[config.mk]
export PLATFORM = sky130hd
export DESIGN_NAME = fraction_arith_reduce
export DESIGN_NICKNAME = d
export VERILOG_FILES = /design/src/design/fra_pkg.sv /design/src/design/fra_red.sv /design/src/design/fraction_arith_reduce.sv
export SDC_FILE = /design/constraint.sdc
export NUM_CORES = 2
export LEC_CHECK = 0
export BUFFER_PORTS_ARGS = -buffer_cell sky130_fd_sc_hd__buf_2
export CAP_MARGIN = 20
export CORE_MARGIN = 5
export CORE_UTILIZATION = 59
export DETAILED_ROUTE_END_ITERATION = 8
export GPL_TIMING_DRIVEN = 0
export PLACE_DENSITY = 0.85
export SETUP_SLACK_MARGIN = 0.2
export SLEW_MARGIN = 20
export SYNTH_ARGS = -nofsm -noshare
export SYNTH_HDL_FRONTEND = slang
export SYNTH_SLANG_ARGS = --single-unit
[constraint.sdc]
create_clock -name clk -period 18.51 [get_ports clk]
set_clock_uncertainty 0.1 [all_clocks]
set_input_delay 0 -clock clk [delete_from_list [all_inputs] [get_ports clk]]
set_output_delay 0 -clock clk [all_outputs]
set_load 0.005 [all_outputs]
[src/design/fra_pkg.sv]
package fra_pkg;

    localparam int RES_W = 33;

    localparam logic [1:0] OP_MUL = 2'd0;
    localparam logic [1:0] OP_ADD = 2'd1;
    localparam logic [1:0] OP_RED = 2'd2;

    typedef struct packed {
        logic start;
        logic ack;
    } red_ctrl_t;

    typedef struct packed {
        logic busy;
        logic done;
    } red_stat_t;

endpackage

[src/design/fra_red.sv]
module fra_red #(
    parameter int OPERAND_WIDTH = 16
) (
    input  logic                     clk,
    input  logic                     rst_n,
    input  fra_pkg::red_ctrl_t       ctrl,
    input  logic [OPERAND_WIDTH-1:0] num_mag,
    input  logic [OPERAND_WIDTH-1:0] den_mag,
    output fra_pkg::red_stat_t       stat,
    output logic [OPERAND_WIDTH-1:0] num_q,
    output logic [OPERAND_WIDTH-1:0] den_q
);

    localparam int W  = OPERAND_WIDTH;
    localparam int KW = $clog2(W + 1);

    typedef enum logic [1:0] {
        ST_IDLE,
        ST_GCD,
        ST_DIV,
        ST_DONE
    } red_state_t;

    red_state_t     state_reg;
    logic [W-1:0]   u_reg;
    logic [W-1:0]   v_reg;
    logic [KW-1:0]  k_reg;
    logic [W-1:0]   g_reg;
    logic [W-1:0]   qn_reg;
    logic [W-1:0]   qd_reg;
    logic [W:0]     rn_reg;
    logic [W:0]     rd_reg;
    logic [KW-1:0]  cnt_reg;

    logic [W:0]     rn_try;
    logic [W:0]     rd_try;
    logic           n_bit;
    logic           d_bit;

    assign rn_try = {rn_reg[W-1:0], qn_reg[W-1]};
    assign rd_try = {rd_reg[W-1:0], qd_reg[W-1]};
    assign n_bit  = (rn_try >= {1'b0, g_reg});
    assign d_bit  = (rd_try >= {1'b0, g_reg});

    always_ff @(posedge clk or negedge rst_n)
    begin
        if (!rst_n)
        begin
            state_reg <= ST_IDLE;
        end
        else
        begin
            case (state_reg)
                ST_IDLE:
                begin
                    if (ctrl.start)
                    begin
                        u_reg     <= num_mag;
                        v_reg     <= den_mag;
                        qn_reg    <= num_mag;
                        qd_reg    <= den_mag;
                        k_reg     <= '0;
                        state_reg <= ST_GCD;
                    end
                end
                ST_GCD:
                begin
                    rn_reg  <= '0;
                    rd_reg  <= '0;
                    cnt_reg <= '0;
                    if (u_reg == '0)
                    begin
                        g_reg     <= W'(v_reg << k_reg);
                        state_reg <= ST_DIV;
                    end
                    else if (v_reg == '0)
                    begin
                        g_reg     <= W'(u_reg << k_reg);
                        state_reg <= ST_DIV;
                    end
                    else if (!u_reg[0] && !v_reg[0])
                    begin
                        u_reg <= u_reg >> 1;
                        v_reg <= v_reg >> 1;
                        k_reg <= k_reg + 1'b1;
                    end
                    else if (!u_reg[0])
                    begin
                        u_reg <= u_reg >> 1;
                    end
                    else if (!v_reg[0])
                    begin
                        v_reg <= v_reg >> 1;
                    end
                    else if (u_reg >= v_reg)
                    begin
                        u_reg <= (u_reg - v_reg) >> 1;
                    end
                    else
                    begin
                        v_reg <= (v_reg - u_reg) >> 1;
                    end
                end
                ST_DIV:
                begin
                    rn_reg  <= n_bit ? (rn_try - {1'b0, g_reg}) : rn_try;
                    rd_reg  <= d_bit ? (rd_try - {1'b0, g_reg}) : rd_try;
                    qn_reg  <= {qn_reg[W-2:0], n_bit};
                    qd_reg  <= {qd_reg[W-2:0], d_bit};
                    cnt_reg <= cnt_reg + 1'b1;
                    if (cnt_reg == KW'(W - 1))
                    begin
                        state_reg <= ST_DONE;
                    end
                end
                ST_DONE:
                begin
                    if (ctrl.ack)
                    begin
                        state_reg <= ST_IDLE;
                    end
                end
                default:
                begin
                    state_reg <= ST_IDLE;
                end
            endcase
        end
    end

    assign stat.busy = (state_reg != ST_IDLE);
    assign stat.done = (state_reg == ST_DONE);
    assign num_q     = qn_reg;
    assign den_q     = qd_reg;

endmodule

[src/design/fraction_arith_reduce.sv]
// Fraction arithmetic with reduction by the greatest common divisor.
// The input channel (in_valid/in_ready) carries an operation and two signed
// fractions; the output channel (out_valid/out_ready) returns one fraction
// per input transaction, in order.
// Multiply and add run through three register stages: input capture, the
// products, and the final sum in the output register. out_valid rises once
// an accepted transaction reaches the output register, and they sustain one
// transaction per cycle while out_ready stays high.
// Reduce holds the input stage while an iterative unit runs a binary
// greatest common divisor and then two restoring divisions in parallel.
// A reduce whose larger part is not positive passes straight through.
// Reset clears all valid bits and returns the reduce unit to idle.
// When the receiver stalls, the output register holds its transaction and
// the earlier stages fill up before in_ready drops; nothing is lost.
module fraction_arith_reduce #(
    parameter int OPERAND_WIDTH = 16
) (
    input  logic                            clk,
    input  logic                            rst_n,
    input  logic                            in_valid,
    output logic                            in_ready,
    input  logic [1:0]                      operation,
    input  logic signed [OPERAND_WIDTH-1:0] a_numerator,
    input  logic signed [OPERAND_WIDTH-1:0] a_denominator,
    input  logic signed [OPERAND_WIDTH-1:0] b_numerator,
    input  logic signed [OPERAND_WIDTH-1:0] b_denominator,
    output logic                            out_valid,
    input  logic                            out_ready,
    output logic signed [fra_pkg::RES_W-1:0] result_numerator,
    output logic signed [fra_pkg::RES_W-1:0] result_denominator
);

    localparam int W  = OPERAND_WIDTH;
    localparam int PW = 2 * W + 1;
    localparam int RW = fra_pkg::RES_W;
    localparam int XW = (PW > RW) ? PW : RW;

    logic                  v1_reg, v2_reg, v3_reg;
    logic                  v1_next, v2_next, v3_next;
    logic [1:0]            op1_reg;
    logic signed [W-1:0]   an1_reg, ad1_reg, bn1_reg, bd1_reg;

    logic                  red2_reg, add2_reg;
    logic signed [2*W-1:0] pa2_reg, pb2_reg, pd2_reg;
    logic signed [RW-1:0]  rn2_reg, rd2_reg;

    logic signed [RW-1:0]  num3_reg, den3_reg;

    logic                  accept, st1_go, st2_free, st3_free;
    logic                  is_red, pos;
    logic [W-1:0]          mag_n, mag_d, q_n, q_d;
    logic signed [2*W-1:0] pa, pb, pd;
    logic signed [RW-1:0]  red_n, red_d;
    logic signed [PW-1:0]  nsum, dsum;
    logic signed [XW-1:0]  nx, dx;

    fra_pkg::red_ctrl_t    rctrl;
    fra_pkg::red_stat_t    rstat;

    assign is_red   = op1_reg[1];
    assign pos      = (an1_reg > 0) || (ad1_reg > 0);
    assign mag_n    = an1_reg[W-1] ? W'(-an1_reg) : W'(an1_reg);
    assign mag_d    = ad1_reg[W-1] ? W'(-ad1_reg) : W'(ad1_reg);

    assign st3_free = !v3_reg || out_ready;
    assign st2_free = !v2_reg || st3_free;
    assign st1_go   = v1_reg && st2_free && (!is_red || !pos || rstat.done);
    assign in_ready = !v1_reg || st1_go;
    assign accept   = in_valid && in_ready;

    assign rctrl.start = v1_reg && is_red && pos && !rstat.busy;
    assign rctrl.ack   = st1_go;

    fra_red #(
        .OPERAND_WIDTH(OPERAND_WIDTH)
    ) u_red (
        .clk     (clk),
        .rst_n   (rst_n),
        .ctrl    (rctrl),
        .num_mag (mag_n),
        .den_mag (mag_d),
        .stat    (rstat),
        .num_q   (q_n),
        .den_q   (q_d)
    );

    assign pa = an1_reg * ((op1_reg == fra_pkg::OP_MUL) ? bn1_reg : bd1_reg);
    assign pb = ad1_reg * bn1_reg;
    assign pd = ad1_reg * bd1_reg;

    always_comb
    begin
        if (!pos)
        begin
            red_n = RW'(an1_reg);
            red_d = RW'(ad1_reg);
        end
        else
        begin
            red_n = an1_reg[W-1] ? -RW'(q_n) : RW'(q_n);
            red_d = ad1_reg[W-1] ? -RW'(q_d) : RW'(q_d);
        end
    end

    assign nsum = add2_reg ? (PW'(pa2_reg) + PW'(pb2_reg)) : PW'(pa2_reg);
    assign dsum = PW'(pd2_reg);
    assign nx   = XW'(nsum);
    assign dx   = XW'(dsum);

    assign v1_next = accept ? 1'b1 : (st1_go ? 1'b0 : v1_reg);
    assign v2_next = st1_go ? 1'b1 : (st3_free ? 1'b0 : v2_reg);
    assign v3_next = st3_free ? v2_reg : v3_reg;

    always_ff @(posedge clk or negedge rst_n)
    begin
        if (!rst_n)
        begin
            v1_reg <= 1'b0;
            v2_reg <= 1'b0;
            v3_reg <= 1'b0;
        end
        else
        begin
            v1_reg <= v1_next;
            v2_reg <= v2_next;
            v3_reg <= v3_next;
        end
    end

    always_ff @(posedge clk)
    begin
        if (accept)
        begin
            op1_reg <= operation;
            an1_reg <= a_numerator;
            ad1_reg <= a_denominator;
            bn1_reg <= b_numerator;
            bd1_reg <= b_denominator;
        end
        if (st1_go)
        begin
            red2_reg <= is_red;
            add2_reg <= (op1_reg == fra_pkg::OP_ADD);
            pa2_reg  <= pa;
            pb2_reg  <= pb;
            pd2_reg  <= pd;
            rn2_reg  <= red_n;
            rd2_reg  <= red_d;
        end
        if (st3_free && v2_reg)
        begin
            num3_reg <= red2_reg ? rn2_reg : nx[RW-1:0];
            den3_reg <= red2_reg ? rd2_reg : dx[RW-1:0];
        end
    end

    assign out_valid          = v3_reg;
    assign result_numerator   = num3_reg;
    assign result_denominator = den3_reg;

endmodule

**Word level (Yosys, flattened, before mapping)**

Index checks and enable logic that the tools add are counted.

- $add $sub $neg: 11
- Multipliers: 3
- Magnitude comparators: 5
- Equality and inequality tests: 16
- Shifts and indexed selects: 2
- Muxes and demuxes: 50
- Reductions and logical operators: 42

Operators by type and width:

| kind | count |
|---|---|
| 2-to-1 mux 16 bit | 20 |
| 2-to-1 mux 33 bit | 7 |
| one-hot mux 16 bit (2 select lines) | 6 |
| negation 16 -> 33 bit | 2 |
| multiplier 16 x 16 -> 32 bit | 2 |
| subtractor 16 bit | 4 |
| greater-or-equal comparator 17 x 16 -> 1 bit | 2 |
| adder 32 x 32 -> 33 bit | 1 |
| > comparator 16 x 1 -> 1 bit (second input constant) | 2 |
| logical NOT 16 bit | 2 |
| multiplier 16 x 32 -> 32 bit | 1 |
| 2-to-1 mux 32 bit | 1 |
| negation 16 bit | 2 |
| << shifter 16 x 5 -> 16 bit | 2 |
| 2-to-1 mux 5 bit | 4 |
| one-hot mux 5 bit (2 select lines) | 2 |
| greater-or-equal comparator 16 bit | 1 |
| AND reduction 7 bit | 2 |
| nonzero test 2 bit | 7 |
| != test 4 bit (second input constant) | 3 |
| AND reduction 6 bit | 2 |
| adder 5 x 1 -> 5 bit (second input constant) | 2 |
| 2-to-1 mux 2 bit | 5 |
| logical AND 1 bit | 8 |
| 15 further kinds | 39 |

- Flip-flop bits (word level): 423
- Bits of input ports: 70
- Output and inout port bits: 68
- Logic and storage cells: 158

**Logic depth before layout (Yosys ltp)**

- Word-level depth: 9
- Mapped depth: 27
- Depth with buffers taken out: 25

**Modules after synthesis**

From an unflattened synthesis, not the netlist that was laid out.

- Cell total of the unflattened synthesis: 5317
- Area total of the unflattened synthesis: 52472.8 um2

Modules (own cells, without submodules):

| module | times used | cells each | area each (um2) |
|---|---|---|---|
| fraction_arith_reduce | 1 | 4327 | 42972.5 |
| fra_red | 1 | 990 | 9500.4 |

**Worst setup path after synthesis**

No wires, ideal clock.

- Kind: reg-to-reg
- From: register op1_reg[1]
- To: register pa2_reg[30] (data pin)
- Data arrival time: 7.182 ns
- Required time: 18.152 ns
- Setup slack: 10.970 ns
- Stages on the path, launching flop included: 23
- Path buffers: 2
- Period minus slack after synthesis: 7.540 ns
- Cells stage by stage: edfxtp_1 > nor2_1 > clkbuf_1 > nand2_1 > o21ai_0 > clkbuf_1 > nand2_1 > inv_1 > fa_1 > fa_1 > fa_1 > fa_1 > fa_1 > inv_1 > fa_1 > inv_1 > ha_1 > o21ai_0 > o31ai_1 > or4_1 > a31o_2 > a21oi_1 > xnor2_1

- Longest elaborated chain between the ends: 3

RTL lines:

| item | RTL line | source |
|---|---|---|
| start: declaration | fraction_arith_reduce.sv:40 | `logic [1:0] op1_reg;` |
| start signal: assignment | fraction_arith_reduce.sv:134 | `op1_reg <= operation;` |
| logical NOT 2 bit | fraction_arith_reduce.sv:87 | `assign pa = an1_reg * ((op1_reg == fra_pkg::OP_MUL) ? bn1_reg : bd1_reg);` |
| 2-to-1 mux 32 bit | fraction_arith_reduce.sv:87 |  |
| multiplier 16 x 32 -> 32 bit | fraction_arith_reduce.sv:87 |  |
| via pa[30] | fraction_arith_reduce.sv:52 | `logic signed [2*W-1:0] pa, pb, pd;` |
| end signal: assignment | fraction_arith_reduce.sv:144 | `pa2_reg <= pa;` |
| end: declaration | fraction_arith_reduce.sv:44 | `logic signed [2*W-1:0] pa2_reg, pb2_reg, pd2_reg;` |

The timed path passes the listed nets, and every way through them passes these cells.
A chain may end at the register's enable or synchronous reset.

**Final worst setup path**

- From: register op1_reg[1]
- To: register pa2_reg[31] (data pin)

Same word-level chain as after synthesis.

==> flow_metrics.tcl <==
set metrics [dict create \
    yosys.area.top_type "fa_1" \
    core_sq_um 88200 \
    synthArstFlopShare 0.0119 \
    end_kind "flop" \
    synth_area_leaders "fa_1 (30%), edfxtp_1 (24%), ha_1 (8.5%)" \
    finalSetupViolCount 0 \
    cts_resized 0 \
    required_ps 18800 \
    avgViaCountPerCell 5.99 \
    status "finished with violations" \
    cts.sinks 419 \
    drv_cap 0 \
    path_cells "nor2_1, clkbuf_1, nand2_1, o21ai_0, clkbuf_1, nand2_1, inv_1, fa_1, fa_1, fa_1, fa_1, fa_1, fa_1, ha_1, clkbuf_1, nand4_1, nor2_1, a21boi_0, o31ai_1, a21oi_1, nor4_1, a311oi_1" \
    drt-initial-drc-count 4428 \
    synthSimpleGateAreaFrac 0.130 \
    slew_violations 0 \
    holdWs_ps 61.9 \
    cts-root-buf "clkbuf_16" \
    cts_buffer_depth 3 \
    cpMaxStageDelayCell "fa_1" \
    layout.cells.most_common "inv_1" \
    path_buf_inv 4 \
    synth_top_family_by_area "adder cells" \
    routed_wl_mm 160 \
    yosysWarnings 0 \
    tns_ps 0 \
    synth_top_area_frac 0.302 \
    place.gp.congestion 1.02 \
    crit_family "adder cells" \
    path_clk_slew_ps 60 \
    grt_pass1_vias 42900 \
    seq_area_frac_synth 0.240 \
    io_buffer_count 137 \
    synth-edff-count 414 \
    grt.overflow.total 0 \
    violations "design-rule violations" \
    antenna_found_initial 6 \
    dr_wl_met2_mm 72.9 \
    cp.arrival_ps 10160 \
    hold_viol 0 \
    top_level_ports 138 \
    ys_types 85 \
    yosys.area_share.xor_xnor 0.0365 \
    drc 1 \
    drt_first_pass_iters 9 \
    syn_avg_cell_area_sq_um 9.83 \
    synthFlopType "edfxtp_1" \
    fin_util 0.654 \
    drive_above_1_share 0.0578 \
    synth_fa_ha_area_frac 0.387 \
    ant_nets 0 \
    postCtsSetupBuffers 0 \
    cts_buffers 50 \
    clk_latency_ps 700 \
    die-area_sq_um 94800 \
    wl_met1_mm 57.0 \
    initial_core_util 0.594 \
    row_count 109 \
    startpoint_type "flop" \
    die_w_microns 308 \
    mostFrequentLayoutCells "inv_1 (1003), fa_1 (791), nand2_1 (583)" \
    synth_area_sq_um 52400 \
    routed.top_layer "met5" \
    grt_max_degree 100 \
    vias 41100 \
    grt_pass1_wl_mm 244 \
    syn_to_final_growth_pct 10.2 \
    tightest_slew_ps 1220 \
    grt_use_total 0.337 \
    synth_compound_area_frac 0.0894 \
    synthMuxAreaShare 0.0264 \
    dr_wl_met3_mm 17.5 \
    postSynthCellCount 5326 \
    crit_path_frequent_cell "fa_1" \
    synth_nets 6542 \
    hold_class "input pin to flop" \
    nets 6873 \
    dp_hpwl_mm 123 \
    ys_ff_latch 419 \
    clock.fmax_ghz 0.101 \
    crit_path_max_incr_delay_ps 970 \
    cts_tree "done" \
    critical_path_class "flop to flop" \
    crit_fanout 10 \
    rsz0062_at_grt "false" \
    slew_headroom 0.187 \
    fin_crit_ps 9870 \
    avgRoutedWirePerCell_microns 23.2 \
    dieHeight_microns 308 \
    h-tree-depth 2 \
    period_share 0.533 \
]
## cell usage after synthesis, types with 65 or more instances
| library cell | instances |
|---|---|
| inv_1 | 1004 |
| fa_1 | 791 |
| nand2_1 | 583 |
| edfxtp_1 | 414 |
| ha_1 | 355 |
| and2_1 | 303 |
| nor2_1 | 231 |
| a21oi_1 | 227 |
| clkbuf_1 | 205 |
| o21ai_0 | 156 |
| xnor2_1 | 140 |
| xor2_1 | 78 |
| mux2i_1 | 75 |
| a21o_1 | 65 |
## logic make-up after synthesis
kind of cell	after synthesis
xor+xnor	218
buf+inv	1250
flops	419
compound gates	738
fa+ha+maj	1146
mux	131
simple gates	1424
## routing by layer
| metal | track usage | up-vias |
|---|---|---|
| li1 | - | 17700 |
| met1 | 0.419 | 20300 |
| met2 | 0.535 | 2396 |
| met3 | 0.0904 | 735 |
| met4 | 0.195 | 6 |
| met5 | 0 | - |
## metrics by stage
step                      std cells  area, sq um  setup slack (ps)
after floorplan                5326        52400             10970
after global placement         6628        54500              9020
after detailed placement       6633        54700              8920
after CTS                      6860        57700              8850
after global routing           6860        57700              8330
final                          6862        57700              8640
## worst register-to-register path, delay by kind of cell, from the launching register on
family | cells | cell delay, ps
AO/OA/AOI/OAI | 5 | 1890
adder cells (fa/ha/maj) | 7 | 3810
buffers and inverters | 4 | 1530
flip-flops | 1 | 640
AND/OR/NAND/NOR | 6 | 1620
## final cells by class
type | count | area [sq um]
diodes | 2 | 5.00
plain buffers | 244 | 963
clock buffers | 58 | 1280
clock inverters | 32 | 383
fillers | 6768 | 30500
inverters | 1006 | 3780
multi-input cells | 3657 | 35100
flip-flops and latches | 419 | 12600
well taps | 1165 | 1460
repair buffers | 279 | 2170
## worst paths after layout
path                            startpoint            endpoint  slack [ps]  cells past startpoint
worst max-delay path            op1_reg[1]         pa2_reg[31]        8640                     22
worst max register to register  op1_reg[1]         pa2_reg[31]        8640                     22
min in group asynchronous            rst_n              v2_reg         220                      3
worst min register to register      v2_reg           out_valid         400                      1
max in group asynchronous            rst_n  u_red.state_reg[0]       17880                      3
worst min-delay path             out_ready           out_valid          60                      4
## repair_timing
action | 4_1_cts | 5_1_grt
hold buffers | 137 | 0
endpoints found under the hold margin | 167 | 0
setup endpoints to repair | 0 | 0
Power is not shown: default switching activity piles up to over one toggle a cycle in this logic, so the estimate is an artifact.
